==> src/rtl/exyz_pkg.sv <==
package exyz_pkg;

  localparam int ANGLE_BITS = 16;
  localparam int COORD_WIDTH = 32;
  localparam int CORDIC_STEPS = 24;
  localparam int CW = 34;                 // CORDIC datapath, Q1.30 plus guard
  localparam int ZW = 33;                 // phase accumulator
  localparam logic signed [CW-1:0] CORDIC_GAIN = 34'sh026DD3B6A;
  localparam int VW = 36;                 // intermediate vector width
  localparam int SW = 18;                 // Q1.16 sin/cos, range +-65536

  typedef struct packed {
    logic signed [CW-1:0] x;
    logic signed [CW-1:0] y;
    logic signed [ZW-1:0] z;
    logic                 flip;
  } cord_t;

  function automatic logic [31:0] atan_turn(input logic [4:0] i);
    logic [31:0] r;
    begin
      unique case (i)
        5'd0: r = 32'h20000000;  5'd1: r = 32'h12E4051D;
        5'd2: r = 32'h09FB385B;  5'd3: r = 32'h051111D4;
        5'd4: r = 32'h028B0D43;  5'd5: r = 32'h0145D7E1;
        5'd6: r = 32'h00A2F61E;  5'd7: r = 32'h00517C55;
        5'd8: r = 32'h0028BE53;  5'd9: r = 32'h00145F2E;
        5'd10: r = 32'h000A2F98; 5'd11: r = 32'h000517CC;
        5'd12: r = 32'h00028BE6; 5'd13: r = 32'h000145F3;
        5'd14: r = 32'h0000A2F9; 5'd15: r = 32'h0000517C;
        5'd16: r = 32'h000028BE; 5'd17: r = 32'h0000145F;
        5'd18: r = 32'h00000A2F; 5'd19: r = 32'h00000517;
        5'd20: r = 32'h0000028B; 5'd21: r = 32'h00000145;
        5'd22: r = 32'h000000A2; 5'd23: r = 32'h00000051;
        default: r = 32'h0;
      endcase
      return r;
    end
  endfunction

  // floor((v + 2^13) / 2^14) clamped to +-1.0 in Q1.16
  function automatic logic signed [SW-1:0] to_q16(input logic signed [CW-1:0] v);
    logic signed [CW-1:0] r;
    begin
      r = (v + CW'(8192)) >>> 14;
      if (r > CW'(65536)) r = CW'(65536);
      if (r < -CW'(65536)) r = -CW'(65536);
      return r[SW-1:0];
    end
  endfunction

endpackage

==> src/rtl/exyz_mix.sv <==
// floor((a*c + b*s + 2^15) / 2^16), registered
module exyz_mix import exyz_pkg::*; (
  input  logic                 clk_i,
  input  logic                 en_i,
  input  logic signed [VW-1:0] a_i,
  input  logic signed [SW-1:0] c_i,
  input  logic signed [VW-1:0] b_i,
  input  logic signed [SW-1:0] s_i,
  output logic signed [VW-1:0] r_o
);
  logic signed [VW+SW:0] sum;
  assign sum = (VW+SW+1)'(a_i * c_i) + (VW+SW+1)'(b_i * s_i) + (VW+SW+1)'(32768);
  always_ff @(posedge clk_i) begin
    if (en_i) r_o <= VW'(sum >>> 16);
  end
endmodule

==> config.mk <==
export PLATFORM = sky130hd
export DESIGN_NAME = exyz_mix
export DESIGN_NICKNAME = d
export VERILOG_FILES = /design/src/rtl/exyz_pkg.sv /design/src/rtl/exyz_mix.sv
export SDC_FILE = /design/constraint.sdc
export NUM_CORES = 2
export LEC_CHECK = 0
export ABC_AREA = 0
export BUFFER_PORTS_ARGS = -buffer_cell sky130_fd_sc_hd__buf_2
export CAP_MARGIN = 15
export CORE_ASPECT_RATIO = 1.2
export CORE_MARGIN = 3
export CORE_UTILIZATION = 40
export DETAILED_ROUTE_END_ITERATION = 12
export PLACE_DENSITY = 0.6
export SYNTH_ARGS = -nofsm -noshare
export SYNTH_HDL_FRONTEND = slang
export SYNTH_SLANG_ARGS = --single-unit
==> constraint.sdc <==
create_clock -name clk_i -period 13.6 [get_ports clk_i]
set_input_delay 1.36 -clock clk_i [delete_from_list [all_inputs] [get_ports clk_i]]
set_output_delay 1.36 -clock clk_i [all_outputs]
set_load 0.01 [all_outputs]
=== Word level (Yosys, flattened, before mapping) ===
Cells that the tools add are included.

* Multipliers: 2
* Add/subtract/negate cells: 2

{| class="wikitable"
|+ Operators with widths
! kind !! number
|-
| 36-bit by 18-bit multiplier with 52-bit output || 2
|-
| 52-bit by 17-bit adder with 52-bit output, second input constant || 1
|-
| 52-bit adder || 1
|}

* Output and inout bits: 36
* Flip-flop bits (word level): 36
* Word-level logic and storage cells: 5
* Input bits: 110

=== Logic depth before layout (Yosys ltp) ===
* Depth in word-level cells: 3
* Mapped depth: 29
* Mapped depth without buffers: 27

=== Worst setup path before layout ===
OpenSTA, ideal clock, no wires.

* Path kind: input to register
* Start point: in c_i[9]
* End point: reg r_o[25] (data pin)
* Cell stages on the path: 26
* Path buffers: 2
* Slack: 5.342 ns
* Library setup time: 0.258 ns
* Required time: 13.342 ns
* Data arrival time: 8.000 ns
* Cell sequence: clkbuf_1 > clkbuf_1 > nand2_1 > fa_1 > inv_1 > fa_1 > fa_1 > inv_1 > fa_1 > fa_1 > inv_1 > fa_1 > fa_1 > inv_1 > fa_1 > inv_1 > ha_1 > and2_4 > a221o_1 > o211ai_2 > o21ai_1 > a21o_1 > a31o_1 > a211o_1 > a21oi_2 > xnor2_1

* Word-level cells in the longest chain between the ends: 3

{| class="wikitable"
|+ RTL lines
! what !! RTL line !! source
|-
| start: declaration || exyz_mix.sv:6 || <nowiki>input logic signed [SW-1:0] c_i,</nowiki>
|-
| 36-bit by 18-bit multiplier with 52-bit output || exyz_mix.sv:12 || <nowiki>assign sum = (VW+SW+1)'(a_i * c_i) + (VW+SW+1)'(b_i * s_i) + (VW+SW+1)'(32768);</nowiki>
|-
| 52-bit adder || exyz_mix.sv:12 ||
|-
| 52-bit by 17-bit adder with 52-bit output || exyz_mix.sv:12 ||
|-
| net sum[41] || exyz_mix.sv:11 || <nowiki>logic signed [VW+SW:0] sum;</nowiki>
|-
| end signal: assignment || exyz_mix.sv:14 || <nowiki>if (en_i) r_o <= VW'(sum >>> 16);</nowiki>
|-
| end: declaration || exyz_mix.sv:9 || <nowiki>output logic signed [VW-1:0] r_o</nowiki>
|}

The timed path passes the listed nets, and every way through them passes these cells.
A chain may end at the register's enable or synchronous reset.

=== Final worst setup path ===
* Start point: in c_i[12]
* End point: reg r_o[35] (data pin)

Same word-level chain as after synthesis.

==> results.sh <==
export IMPL_hold_ws_ns=1.80
export IMPL_grt_usage=0.214
export IMPL_routedWlPerCell_um=19.1
export IMPL_seq_area_frac_synth=0.0254
export IMPL_start_kind="input pin"
export IMPL_fp_dieW_um=304
export IMPL_setup_viol=0
export IMPL_synthSimpleGateAreaFrac=0.158
export IMPL_cts_num_sinks=36
export IMPL_clk_path_buf_depth=2
export IMPL_tritoncts="yes"
export IMPL_synth_compound_area_frac=0.0165
export IMPL_synth_largest_area_cell="fa_1"
export IMPL_path_class="input pin to flip-flop"
export IMPL_final_cell_count_no_fill=5817
export IMPL_period_share=0.670
export IMPL_netlist_instances=4490
export IMPL_fp_dieArea_sq_um=110000
export IMPL_hold_viol=0
export IMPL_die_h_um=363
export IMPL_setup_ws_ns=4.49
export IMPL_worstPathRequired_ns=13.67
export IMPL_drive_gt1_frac=0.0359
export IMPL_grt_ovfl_total=0
export IMPL_grt_pass1_vias=31600
export IMPL_antenna_found_initial=8
export IMPL_yosys_cell_types_count=48
export IMPL_synthArstFlopShare=0
export IMPL_end_kind="flip-flop"
export IMPL_max_slew_margin=0.279
export IMPL_via_count=28300
export IMPL_syn2layout_area_growth_pct=4.28
export IMPL_cts_buffers=5
export IMPL_grt_max_degree=38
export IMPL_dpl_hpwl_um=95700
export IMPL_cts_hold_buf=0
export IMPL_top_regs="r_o x36"
export IMPL_clk_pin_slew_worst_paths_ns=0.07
export IMPL_setup_tns_ns=0
export IMPL_pin_count=146
export IMPL_synth_enable_flop_cells=36
export IMPL_synth_fa_ha_area_frac=0.661
export IMPL_synth_nets=6071
export IMPL_finalMaxSlewViolations=0
export IMPL_fmax_mhz=110
export IMPL_remaining_drc_errors=0
export IMPL_yosysTopAreaCellShare=0.609
export IMPL_core_area_sq_um=105000
export IMPL_cts_root_buf="clkbuf_16"
export IMPL_avgViaCountPerCell=4.86
export IMPL_cap_violations=0
export IMPL_synth_xor_area_share=0.0136
export IMPL_routabilityCongestion=0.895
export IMPL_cts_setup_buffers=0
export IMPL_final_antenna_net_count=0
export IMPL_synth_area_sq_um=42600
export IMPL_top_register="r_o"
export IMPL_largest_register_ffs=36
export IMPL_grt_pass1_wl_um=186000
export IMPL_synth_top_family_by_area="adder cells"
export IMPL_post_cts_resized=0
export IMPL_synthTopCellsByCount="fa_1 (1295), inv_1 (1217), nand2_1 (737), and2_1 (508), clkbuf_1 (212)"
export IMPL_synth_seq_cells=36
export IMPL_status="complete, no violations"
export IMPL_synth_most_common_cell="fa_1"
export IMPL_synth_ff_type="edfxtp_1"
export IMPL_rsz0062_at_grt="no"
export IMPL_h_tree_depth=2
export IMPL_synth_area_mux_share=0
export IMPL_numPortBuffers=145
export IMPL_row_count=130
export IMPL_pre_cts_slack_ns=4.18
export IMPL_start_util=0.405
export IMPL_nFillCells=10400
export IMPL_hold_class="input pin to flip-flop"
export IMPL_post_route_min_period_ns=9.11
export IMPL_ys_warn_count=0
export IMPL_synthTopCellsByArea="fa_1 (61%), inv_1 (11%), and2_1 (7.5%), nand2_1 (6.5%), ha_1 (5.2%)"
export IMPL_fin_nets=6008
export IMPL_place_inst=5806
export IMPL_drt_total_wl_um=111000
export IMPL_cp_data_arrival_time_ns=9.19
export IMPL_drt_initial_drc_count=1671
export IMPL_cp_max_fo=36
export IMPL_tightest_slew_ns=1.08
export IMPL_firstDrtPassIters=5
export IMPL_avgSynthCellArea_sq_um=9.48
-- per-layer routing --
metal  up-vias  share of wire  track usage
met5         -        0.00030            0
met4         6          0.011       0.0268
met3        71          0.072       0.0362
met2       898           0.43        0.320
met1     14900           0.49        0.334
li1      12300              -            -
-- critical path: stages --
cell       delay [ns]
buf_2            0.57
nand2_1          0.17
fa_1             0.55
fa_1             0.59
fa_1             0.61
inv_1            0.07
fa_1             0.48
fa_1             0.57
fa_1             0.43
fa_1             0.49
inv_1            0.05
fa_1             0.47
inv_1            0.04
ha_1             0.41
nand4_1          0.23
nor3_1           0.38
o211ai_1         0.19
a31oi_1          0.55
o2111ai_1        0.32
nand3_1          0.18
a31oi_1          0.14
o21bai_1         0.19
xnor2_1          0.09
-- placed cells by master, fill, tap and decap left out, types with 5 or more instances in the layout --
cell,Yosys,routed
xor2_1,18,18
nand4_1,9,9
nor2_1,25,25
o21a_1,5,5
nand3_1,8,8
a21o_1,11,11
nor2b_1,42,42
buf_2,3,145
a211oi_1,6,6
o21ai_0,12,12
o21bai_1,9,9
clkbuf_16,0,5
nor3_1,9,9
inv_1,1217,1217
edfxtp_1,36,36
nand2_1,737,737
nand2b_1,32,32
and2_1,508,508
ha_1,176,176
fa_1,1295,1295
and3_1,5,5
a21oi_1,32,32
xnor2_1,48,48
-- final cells by class --
cell class	instances	area, sq um	area share
clock buffer	5	125	0.00282
timing repair buffer	145	726	0.0163
multi-input combinational	3022	36100	0.813
clock inverter	3	42.5	0.000958
antenna	3	7.51	0.000169
sequential	36	1080	0.0243
tap	1386	1730	0.0391
inverter	1217	4570	0.103
-- cells by family (layout without fill, tap and decap cells) --
group,after synthesis,count (layout)
AOI/OAI and AO/OA,105,105
other,0,3
DFF,36,36
buffers and inverters,1432,1370
adders and majority gates,1471,1471
xor gates and xnor gates,66,66
and+or+nand+nor,1380,1380
-- worst paths after layout --
check / start / to / slack [ns] / cells past startpoint
max: c_i[12] / r_o[35] / 4.49 / 23
min: en_i / r_o[34] / 1.80 / 1
-- per-stage QoR --
step	area [sq um]	utilization
3_5_place_dp	44200	0.421
3_3_place_gp	44200	0.421
4_1_cts	44400	0.423
2_1_floorplan	42600	-
5_1_grt	44400	0.423
6_report	44400	0.423
Power is not shown: default switching activity piles up to over one toggle a cycle in this logic, so the estimate is an artifact.
