==> src/rtl/exyz_pkg.sv <==
package exyz_pkg;

  localparam int ANGLE_BITS = 16;
  localparam int COORD_WIDTH = 32;
  localparam int CORDIC_STEPS = 24;
  localparam int CW = 34;                 // CORDIC datapath, Q1.30 plus guard
  localparam int ZW = 33;                 // phase accumulator
  localparam logic signed [CW-1:0] CORDIC_GAIN = 34'sh026DD3B6A;
  localparam int VW = 36;                 // intermediate vector width
  localparam int SW = 18;                 // Q1.16 sin/cos, range +-65536

  typedef struct packed {
    logic signed [CW-1:0] x;
    logic signed [CW-1:0] y;
    logic signed [ZW-1:0] z;
    logic                 flip;
  } cord_t;

  function automatic logic [31:0] atan_turn(input logic [4:0] i);
    logic [31:0] r;
    begin
      unique case (i)
        5'd0: r = 32'h20000000;  5'd1: r = 32'h12E4051D;
        5'd2: r = 32'h09FB385B;  5'd3: r = 32'h051111D4;
        5'd4: r = 32'h028B0D43;  5'd5: r = 32'h0145D7E1;
        5'd6: r = 32'h00A2F61E;  5'd7: r = 32'h00517C55;
        5'd8: r = 32'h0028BE53;  5'd9: r = 32'h00145F2E;
        5'd10: r = 32'h000A2F98; 5'd11: r = 32'h000517CC;
        5'd12: r = 32'h00028BE6; 5'd13: r = 32'h000145F3;
        5'd14: r = 32'h0000A2F9; 5'd15: r = 32'h0000517C;
        5'd16: r = 32'h000028BE; 5'd17: r = 32'h0000145F;
        5'd18: r = 32'h00000A2F; 5'd19: r = 32'h00000517;
        5'd20: r = 32'h0000028B; 5'd21: r = 32'h00000145;
        5'd22: r = 32'h000000A2; 5'd23: r = 32'h00000051;
        default: r = 32'h0;
      endcase
      return r;
    end
  endfunction

  // floor((v + 2^13) / 2^14) clamped to +-1.0 in Q1.16
  function automatic logic signed [SW-1:0] to_q16(input logic signed [CW-1:0] v);
    logic signed [CW-1:0] r;
    begin
      r = (v + CW'(8192)) >>> 14;
      if (r > CW'(65536)) r = CW'(65536);
      if (r < -CW'(65536)) r = -CW'(65536);
      return r[SW-1:0];
    end
  endfunction

endpackage

==> src/rtl/exyz_cordic_cell.sv <==
module exyz_cordic_cell import exyz_pkg::*; (
  input  logic       clk_i,
  input  logic       en_i,
  input  logic [4:0] step_i,
  input  cord_t      d_i,
  output cord_t      q_o
);
  cord_t r_q;
  logic signed [CW-1:0] dx, dy;
  logic signed [ZW-1:0] at;

  // step_i is tied to a constant per cell, so the shifts fold to wiring
  assign dx = d_i.y >>> step_i;
  assign dy = d_i.x >>> step_i;
  assign at = $signed({1'b0, atan_turn(step_i)});

  always_ff @(posedge clk_i) begin
    if (en_i) begin
      r_q.flip <= d_i.flip;
      if (!d_i.z[ZW-1]) begin
        r_q.x <= d_i.x - dx;
        r_q.y <= d_i.y + dy;
        r_q.z <= d_i.z - at;
      end else begin
        r_q.x <= d_i.x + dx;
        r_q.y <= d_i.y - dy;
        r_q.z <= d_i.z + at;
      end
    end
  end
  assign q_o = r_q;
endmodule

==> config.mk <==
export PLATFORM = sky130hd
export DESIGN_NAME = exyz_cordic_cell
export DESIGN_NICKNAME = d
export VERILOG_FILES = /design/src/rtl/exyz_pkg.sv /design/src/rtl/exyz_cordic_cell.sv
export SDC_FILE = /design/constraint.sdc
export NUM_CORES = 1
export LEC_CHECK = 0
export ABC_AREA = 1
export ABC_CLOCK_PERIOD_IN_PS = 5100
export BUFFER_PORTS_ARGS = -buffer_cell sky130_fd_sc_hd__buf_2
export CORE_ASPECT_RATIO = 1.75
export CORE_MARGIN = 1
export CORE_UTILIZATION = 55
export DETAILED_ROUTE_END_ITERATION = 8
export PLACE_DENSITY = 0.83
export SLEW_MARGIN = 0
export SYNTH_ARGS = -nofsm -noshare
export SYNTH_HDL_FRONTEND = slang
export SYNTH_SLANG_ARGS = --single-unit
==> constraint.sdc <==
create_clock -name clk_i -period 5.1 [get_ports clk_i]
set_input_delay 1.02 -clock clk_i [delete_from_list [all_inputs] [get_ports clk_i]]
set_output_delay 1.02 -clock clk_i [all_outputs]
set_load 0.03 [all_outputs]
# After elaboration in Yosys (flattened, before gate mapping)
# Memories as Yosys holds them, arrays and structs flattened.
# Index checks and enable logic that the tools add are counted.
[classes]
mux = 1
n_addsub = 6
shift = 2
[op_table]
columns = ["op", "count"]
rows = [
  ["2-to-1 mux 101 bit", 1],
  ["adder 34 bit", 2],
  [">>> shifter 34 x 5 -> 34 bit", 2],
  ["subtractor 34 bit", 2],
  ["adder 33 bit", 1],
  ["subtractor 33 bit", 1],
]
[word_totals]
n_memories = 1
inputBits = 109
regBits = 102
mem_bits_ro = 960
output_inout_bits = 102
[mem_list]
columns = ["memory", "depth", "word_bits", "read_ports", "rd_clocked_by_memory_dff", "wr", "line", "text"]
rows = [
  ["(no name shown)", 32, 30, 1, 0, 0, "exyz_pkg.sv:22", "unique case (i)"],
]

# Depth between registers and ports, before layout
# Gate-level depths: netlist (run 1).
[depth]
ltp_word = 3
depth_mapped = 36
mapped_depth_nobuf = 33

# Worst setup path before layout (run 1)
# Ideal clock, no wire load.
[synth_timing]
kind = "in2reg"
from = "in step_i[0]"
to = "reg r_q, in the netlist q_o[24] (data pin)"
cell_stages = 28
setup_slack_ps = 46
path_buffers = 3
arrival_ps = 4789
path_cell_list = "buf_4 > inv_2 > buf_6 > buf_6 > ha_1 > inv_1 > nand2_1 > nor2_1 > nor2_1 > a21oi_1 > ha_1 > nand3_1 > nor2_2 > nand2_1 > o31ai_1 > xor2_1 > inv_1 > ha_1 > a21oi_1 > inv_1 > a31oi_1 > a21boi_0 > inv_1 > nand2_1 > nand2_1 > a21boi_0 > o21ai_0 > xor2_1"
[synth_between]
elab_chain_cells = 3
[synth_lines]
columns = ["item", "line", "text"]
rows = [
  ["start, declared", "exyz_cordic_cell.sv:4", "input logic [4:0] step_i,"],
  ["memory (32 x 30 bit) (*)", "-", ""],
  ["subtractor 33 bit / adder 33 bit (equally long branches)", "exyz_cordic_cell.sv:23, exyz_cordic_cell.sv:27", ""],
  ["2-to-1 mux 101 bit (*)", "exyz_cordic_cell.sv:20", "if (!d_i.z[ZW-1]) begin"],
  ["end, declared", "exyz_cordic_cell.sv:8", "cord_t r_q;"],
]
# Every way passes the cells marked *; elsewhere a longest branch is shown, timed or not.
# A chain may end at the register's enable or synchronous reset.

# Worst setup path after layout (run 1)
[layout_timing]
from = "in step_i[0]"
to = "reg r_q, in the netlist q_o[66] (data pin)"
[layout_between]
elab_chain_cells = 3
[layout_lines]
columns = ["item", "line", "text"]
rows = [
  [">>> shifter 34 x 5 -> 34 bit (*)", "exyz_cordic_cell.sv:14", "assign dy = d_i.x >>> step_i;"],
  ["adder 34 bit / subtractor 34 bit (equally long branches)", "exyz_cordic_cell.sv:22, exyz_cordic_cell.sv:26", ""],
  ["2-to-1 mux 101 bit (*)", "exyz_cordic_cell.sv:20", ""],
]
# Marks and branches as above.

==> results.ini, run 1 <==
[yosys]
syn_inst = 2448
yosys.cell_types.count = 51
syn_nets = 2667
async_flop_share = 0
seq_area_frac_synth = 0.201
avgSynthCellArea_um2 = 6.23
yosys_warnings = 0
synth_area_um2 = 15200
ys_seq_elements = 102
synth-edff-count = 102
ys.flop_type = edfxtp_1

[timing]
hold_viol = 0
fin_crit_sh = 0.970
tightestPinTransition_ps = 546
slew_headroom = 0.636
setup_viol = 0
fmax_mhz = 202
drv_slew = 0
fin_ws_ps = 150
layout_min_cycle_time_ps = 4950

[final_layout]
drive_above_1_share = 0.272
largest_register_ffs = 102
area_delta_synth_final_pct = 35.1
final_nets = 3289
stdcell_count = 3448

[worst_setup_path]
path_common_cell = nand2_1
crit_buf_inv = 5
crit_fanout = 17
cpLargestDelayFamily = simple AND/OR/NAND/NOR gates
max_stage_delay_ps = 280
crit_slowest_cell = ha_1
critPathRequiredTime_ps = 5250
cp-end-kind = register
critical_path_class = in2reg
startpoint_type = input port
arrival_ps = 5100

[drt]
via_count = 19900
wire_per_inst_um = 18.8
wl_um = 64800
ant_nets = 0
via_per_inst = 5.76
drc_errors = 0
dr.pass1.iters = 6
drt-initial-drc-count = 1531

[clock_tree]
tritoncts = built
cts.clk_slew.worst_paths_ps = 90
cts.sinks = 102
cts-root-buf = clkbuf_16
cts-buffers-inserted = 9
htree_levels = 3
cts_hold_buf = 0
clockBufferDepth = 2

[floorplanning]
die_h_um = 222
row_count = 80
core-area_um2 = 27200
die_w_um = 128
pin_count = 211
initial_core_util = 0.560
die_area_um2 = 28400

[global_routing]
gr-total-overflow = 0
track_usage = 0.447
grt_max_degree = 68
grt_pass1_vias = 19800
grt_pass1_wl_um = 97900
antenna_found_initial = 4

[pwr]
p_per_area_nw_per_um2 = 287
ir_worst_vdd_mv = 0.263
p_leak_nw = 10.9

[placement]
dpl.cell_count = 3422
pre_cts_ws_ps = -304
portBuffers = 210
hpwlAfterDp_um = 53200
gp_congestion = 1.10

[job]
drv_cap = 0

[status]
outcome = finished, final reports clean

[min_path]
hold_class = in2reg

## Yosys cell counts (2+ instances only)
master	n	area, um2
a21boi_0	6	45.0
a31oi_1	22	138
xor2_1	115	1010
nor2_4	9	101
xnor2_1	50	438
nand2_2	25	156
nand3_1	377	1890
o21ai_2	2	17.5
nand3b_1	10	75.1
a211oi_1	4	30.0
buf_6	12	135
edfxtp_1	102	3060
o21ai_0	65	325
nand3_2	5	50.1
o211ai_1	11	82.6
nand2_1	803	3010
a21o_1	12	90.1
nor2_2	15	93.8
o221a_2	4	45.0
o21a_1	7	52.6
a21oi_1	127	636
fa_1	3	60.1
o21ai_1	5	25.0
ha_1	107	1340
nand4_1	28	175
nor2_1	199	747
nor3_2	2	20.0
inv_1	189	709
o21ai_4	3	48.8
clkinv_1	3	11.3
inv_2	23	86.3
buf_2	29	145
buf_4	6	45.0
nor3_1	14	70.1
and3_1	2	12.5
o22ai_1	2	12.5
buf_1	14	52.6
or2_2	2	12.5
clkbuf_1	22	82.6
## logic make-up after synthesis
| kind of cell | after synthesis | synth area share |
|---|---|---|
| AOI/OAI and AO/OA | 278 | 0.106 |
| xor gates and xnor gates | 165 | 0.0948 |
| adders and majority gates | 110 | 0.0917 |
| buffers and inverters | 299 | 0.0835 |
| DFF | 102 | 0.201 |
| and+or+nand+nor | 1494 | 0.423 |
## final timing paths
check	to	depth (start not counted)	from	slack (ps)
hold / removal	q_o[0]	1	d_i[0]	810
setup / recovery	q_o[66]	28	step_i[0]	150
## routing by layer
layer  share of wire  GRT usage  vias up  wire [um]
li1                -          -     9392          -
met1            0.32      0.408     8931      20800
met2            0.49      0.786     1082      31500
met3           0.068     0.0860      458       4410
met4            0.13      0.472        0       8180
met5               0          0        -          0
## power by group
group          internal [mW]  leakage, nW  total, mW  switching (mW)
logic                   1.57         9.75       3.88            2.31
clock network          0.338        0.130      0.714           0.376
registers               1.25        0.998       1.31          0.0585
## placed cells by master (no fill, tap or decap), types with 10 or more instances in the layout
cell / count
edfxtp_1: 102
inv_2: 22
buf_2: 208
a31oi_1: 22
inv_1: 189
xnor2_1: 50
o211ai_1: 11
a21o_1: 12
buf_12: 14
buf_4: 468
clkbuf_16: 12
a21oi_1: 118
nand4_1: 28
nor3_1: 13
o21ai_0: 54
nand3b_1: 10
nand3_1: 370
nand2_1: 800
o21ai_1: 16
nand3_2: 12
xor2_1: 114
nor2_1: 192
nor2_2: 22
ha_1: 107
nand2_2: 27
## what timing repair did
item                                    in CTS  in global routing
resized for setup                            0                 52
endpoints found under the setup margin       0                 35
setup buffers                                0                  3
## stage by stage
| step | hold slack, ps | cell area (um2) | TNS [ps] | utilization | total power, mW |
|---|---|---|---|---|---|
| detailed placement | 1200 | 20100 | -3560 | 0.737 | 5.07 |
| CTS | 798 | 20300 | 0 | 0.747 | 5.79 |
| floorplan | 1120 | 15200 | 0 | - | 3.46 |
| global placement | 1200 | 20100 | -982 | 0.737 | 4.94 |
| finish | 810 | 20600 | 0 | 0.757 | 5.90 |
| global route | 806 | 20600 | -133 | 0.757 | 6.21 |
## cell type report
class	count	area [um2]
inverter	216	818
tap	369	462
antenna	4	10.0
clock inverter	7	56.3
clock buffer	9	225
timing repair buffer	694	4920
fill	2222	6620
multi-input combinational	2047	11100
sequential	102	3060
Note: power is estimated with default switching activity, not from simulation.
==> run 2, diff against run 1 <==
--- a/config.mk
+++ b/config.mk
@@ -5,14 +5,13 @@
 export SDC_FILE = /design/constraint.sdc
 export NUM_CORES = 1
 export LEC_CHECK = 0
-export ABC_AREA = 1
 export ABC_CLOCK_PERIOD_IN_PS = 5100
-export BUFFER_PORTS_ARGS = -buffer_cell sky130_fd_sc_hd__buf_2
 export CORE_ASPECT_RATIO = 1.75
 export CORE_MARGIN = 1
-export CORE_UTILIZATION = 55
+export CORE_UTILIZATION = 58
 export DETAILED_ROUTE_END_ITERATION = 8
-export PLACE_DENSITY = 0.83
+export DONT_BUFFER_PORTS = 1
+export PLACE_DENSITY = 0.79
 export SLEW_MARGIN = 0
 export SYNTH_ARGS = -nofsm -noshare
 export SYNTH_HDL_FRONTEND = slang
==> run 2 against run 1 <==
Compared with the run above: the run now ends with negative setup slack left; first-iteration DRC count grew 40%; highest routed layer unchanged; sequential power increased by 40%; maximum frequency shrank 16%; cell count is 25% lower; sequential share of layout area down 0.71 points; flip-flop and latch count did not move; utilization up 8.0 points; largest power group unchanged; count of clock-buffer cells in the layout unchanged; critical path depth down 5; hold slack lost 98 ps; wire length is 13% higher; die area down 5.2%; largest cell class unchanged.
==> results.ini, run 2 <==
[global_routing]
grt_pass1_vias = 18700  ; -5.5%
track_usage = 0.497  ; +0.0500
grt_max_degree = 122  ; +79%
gr-total-overflow = 0  ; unchanged
antenna_found_initial = 1  ; -3
grt_pass1_wl_um = 102000  ; +4.6%

[status]
outcome = finished with violations
violations = negative setup slack

[yosys]
yosys_warnings = 0  ; unchanged
ys.flop_type = edfxtp_1
avgSynthCellArea_um2 = 8.90  ; +43%
synthMostInstantiatedCell = nor2_1
synth_area_leader_cell = edfxtp_1
syn_nets = 1931  ; -28%
synth-edff-count = 102  ; unchanged
async_flop_share = 0  ; unchanged
synth.top_cells.by_area = edfxtp_1 (20%), mux4_2 (10%), ha_1 (8.8%)
synth_common_cells = nor2_1 (163), a21oi_1 (157), nand2_1 (125)
seq_area_frac_synth = 0.201  ; about the same
synth_top_area_frac = 0.201  ; about the same
ys_seq_elements = 102  ; unchanged
syn_inst = 1712  ; -30%
synth_area_um2 = 15200  ; about the same
yosys.cell_types.count = 93  ; +82%

[timing]
rsz0062_at_grt = true
setup_viol = 44  ; +44
fin_ws_ps = -800  ; -951 ps
layout_min_cycle_time_ps = 5900  ; +951 ps
fin_crit_sh = 1.16  ; +0.186
slew_headroom = 0.386  ; -0.250
fmax_mhz = 169  ; -16%
tightestPinTransition_ps = 915  ; +370 ps
hold_viol = 0  ; unchanged
drv_slew = 0  ; unchanged

[worst_setup_path]
critPathRequiredTime_ps = 5270  ; +20 ps
max_stage_delay_ps = 530  ; +250 ps
crit_slowest_cell = mux4_2
cp-end-kind = register
worstPathCellList = mux4_2 -> buf_4 -> nand2_1 -> and3_2 -> o32ai_1 -> buf_4 -> and4b_1 -> buf_6 -> nor3b_4 -> a21oi_2 -> xor2_1 -> ha_1 -> and3_4 -> a22o_1 -> a22o_1 -> a211oi_4 -> buf_6 -> nor2_4 -> a211o_1 -> a211o_1 -> a31o_2 -> a21o_1 -> xor2_1
arrival_ps = 6070  ; +970 ps
startpoint_type = input port
crit_fanout = 121  ; +104
critical_path_class = in2reg
cpLargestDelayFamily = compound AO/OA/AOI/OAI gates
crit_buf_inv = 4  ; -1

[final_layout]
drive_above_1_share = 0.429  ; +0.158
area_delta_synth_final_pct = 42.0
most-common-layout-cells = buf_4 (594), nor2_1 (146), a21oi_1 (116)
num_antenna_cells = 0  ; -4
largest_register_ffs = 102  ; unchanged
final_common_cell = buf_4
stdcell_count = 2582  ; -25%
nFillCells = 1363  ; -39%
final_nets = 2477  ; -25%

[floorplanning]
die_w_um = 125  ; -2.6%
initial_core_util = 0.589  ; +0.0291
row_count = 78  ; -2.5%
die_h_um = 216  ; -2.6%
core-area_um2 = 25900  ; -5.0%
die_area_um2 = 26900  ; -5.2%
pin_count = 211  ; unchanged

[drt]
dr.pass1.iters = 6  ; unchanged
drc_errors = 0  ; unchanged
via_per_inst = 7.22  ; +25%
wl_um = 73600  ; +13%
wire_per_inst_um = 28.5  ; +52%
drt-initial-drc-count = 2136  ; +40%
ant_nets = 0  ; unchanged
via_count = 18600  ; -6.1%

[placement]
gp_congestion = 1.07  ; -2.1%
dpl.cell_count = 2508  ; -27%
portBuffers = 0  ; -100%
hpwlAfterDp_um = 50800  ; -4.5%
pre_cts_ws_ps = -1260  ; -954 ps

[job]
drv_cap = 0  ; unchanged

[clock_tree]
clockBufferDepth = 2  ; unchanged
cts-root-buf = clkbuf_16
tritoncts = built
htree_levels = 3  ; unchanged
cts-buffers-inserted = 9  ; unchanged
cts.clk_slew.worst_paths_ps = 90  ; about the same
cts.sinks = 102  ; unchanged

[pwr]
p_leak_nw = 9.37  ; -14%
p_per_area_nw_per_um2 = 289  ; +0.90%
power.total_mw = 6.25  ; +5.9%
ir_worst_vdd_mv = 0.370  ; +41%

[min_path]
hold_class = in2reg

[run 2: cell count changes after synthesis, moves of 40 or more]
cell / change
inv_1: -154
mux2_2: +41
xnor2_1: +52
nand3_1: -352
mux2i_1: +66
a21o_1: +41
nand2_1: -678
xor2_1: -40
mux4_2: +68
[run 2: repair_timing]
action | 4_1_cts | 5_1_grt
hold buffers | 0 | 0
setup endpoints to repair | 40 | 52
pin swaps | 54 | 62
setup buffers | 24 | 37
gates resized for setup | 93 | 98
[run 2: through the flow]
step	util	area (um2)	hold WS, ps	TNS, ps
3_5_place_dp	0.772	20000	1120	-33370
2_1_floorplan	-	15900	1120	-16310
3_3_place_gp	0.772	20000	1120	-25510
4_1_cts	0.807	20900	713	-6820
5_1_grt	0.837	21600	705	-21940
6_report	0.837	21600	711	-16010
[run 2: path summary, 6_finish.rpt]
check,depth (start not counted),end,from,slack (ps)
worst min-delay path,0,q_o[0],d_i[0],710
worst max-delay path,23,q_o[66],step_i[0],-800
[run 2: report_power, final]
| part | total, mW | switching, mW | internal (mW) |
|---|---|---|---|
| clock network | 0.724 | 0.386 | 0.338 |
| registers | 1.84 | 0.557 | 1.28 |
| logic | 3.69 | 1.86 | 1.83 |
[run 2: logic make-up (layout without fill, tap and decap cells)]
| kind of cell | Yosys count | count (layout) | synth area share |
|---|---|---|---|
| AO/OA/AOI/OAI | 537 | 537 | 0.234 |
| XOR/XNOR | 177 | 177 | 0.102 |
| adder cells (fa/ha/maj) | 110 | 110 | 0.0918 |
| buffers and inverters | 128 | 678 | 0.0399 |
| flip-flops | 102 | 102 | 0.201 |
| multiplexers | 180 | 180 | 0.182 |
| AND/OR/NAND/NOR | 478 | 478 | 0.150 |
[run 2: area by class of cell]
type / instances / area [um2] / share of cell area
tap: 320 / 400 / 0.0185
clock inverter: 6 / 56.3 / 0.00260
clock buffer: 9 / 225 / 0.0104
sequential: 102 / 3060 / 0.142
multi-input combinational: 1482 / 12900 / 0.595
inverter: 36 / 141 / 0.00653
timing repair buffer: 627 / 4870 / 0.225
[run 2: metal layers]
layer	track usage	share of wire
met5	0	0
met1	0.457	0.30
met2	0.848	0.47
met3	0.128	0.098
met4	0.539	0.13
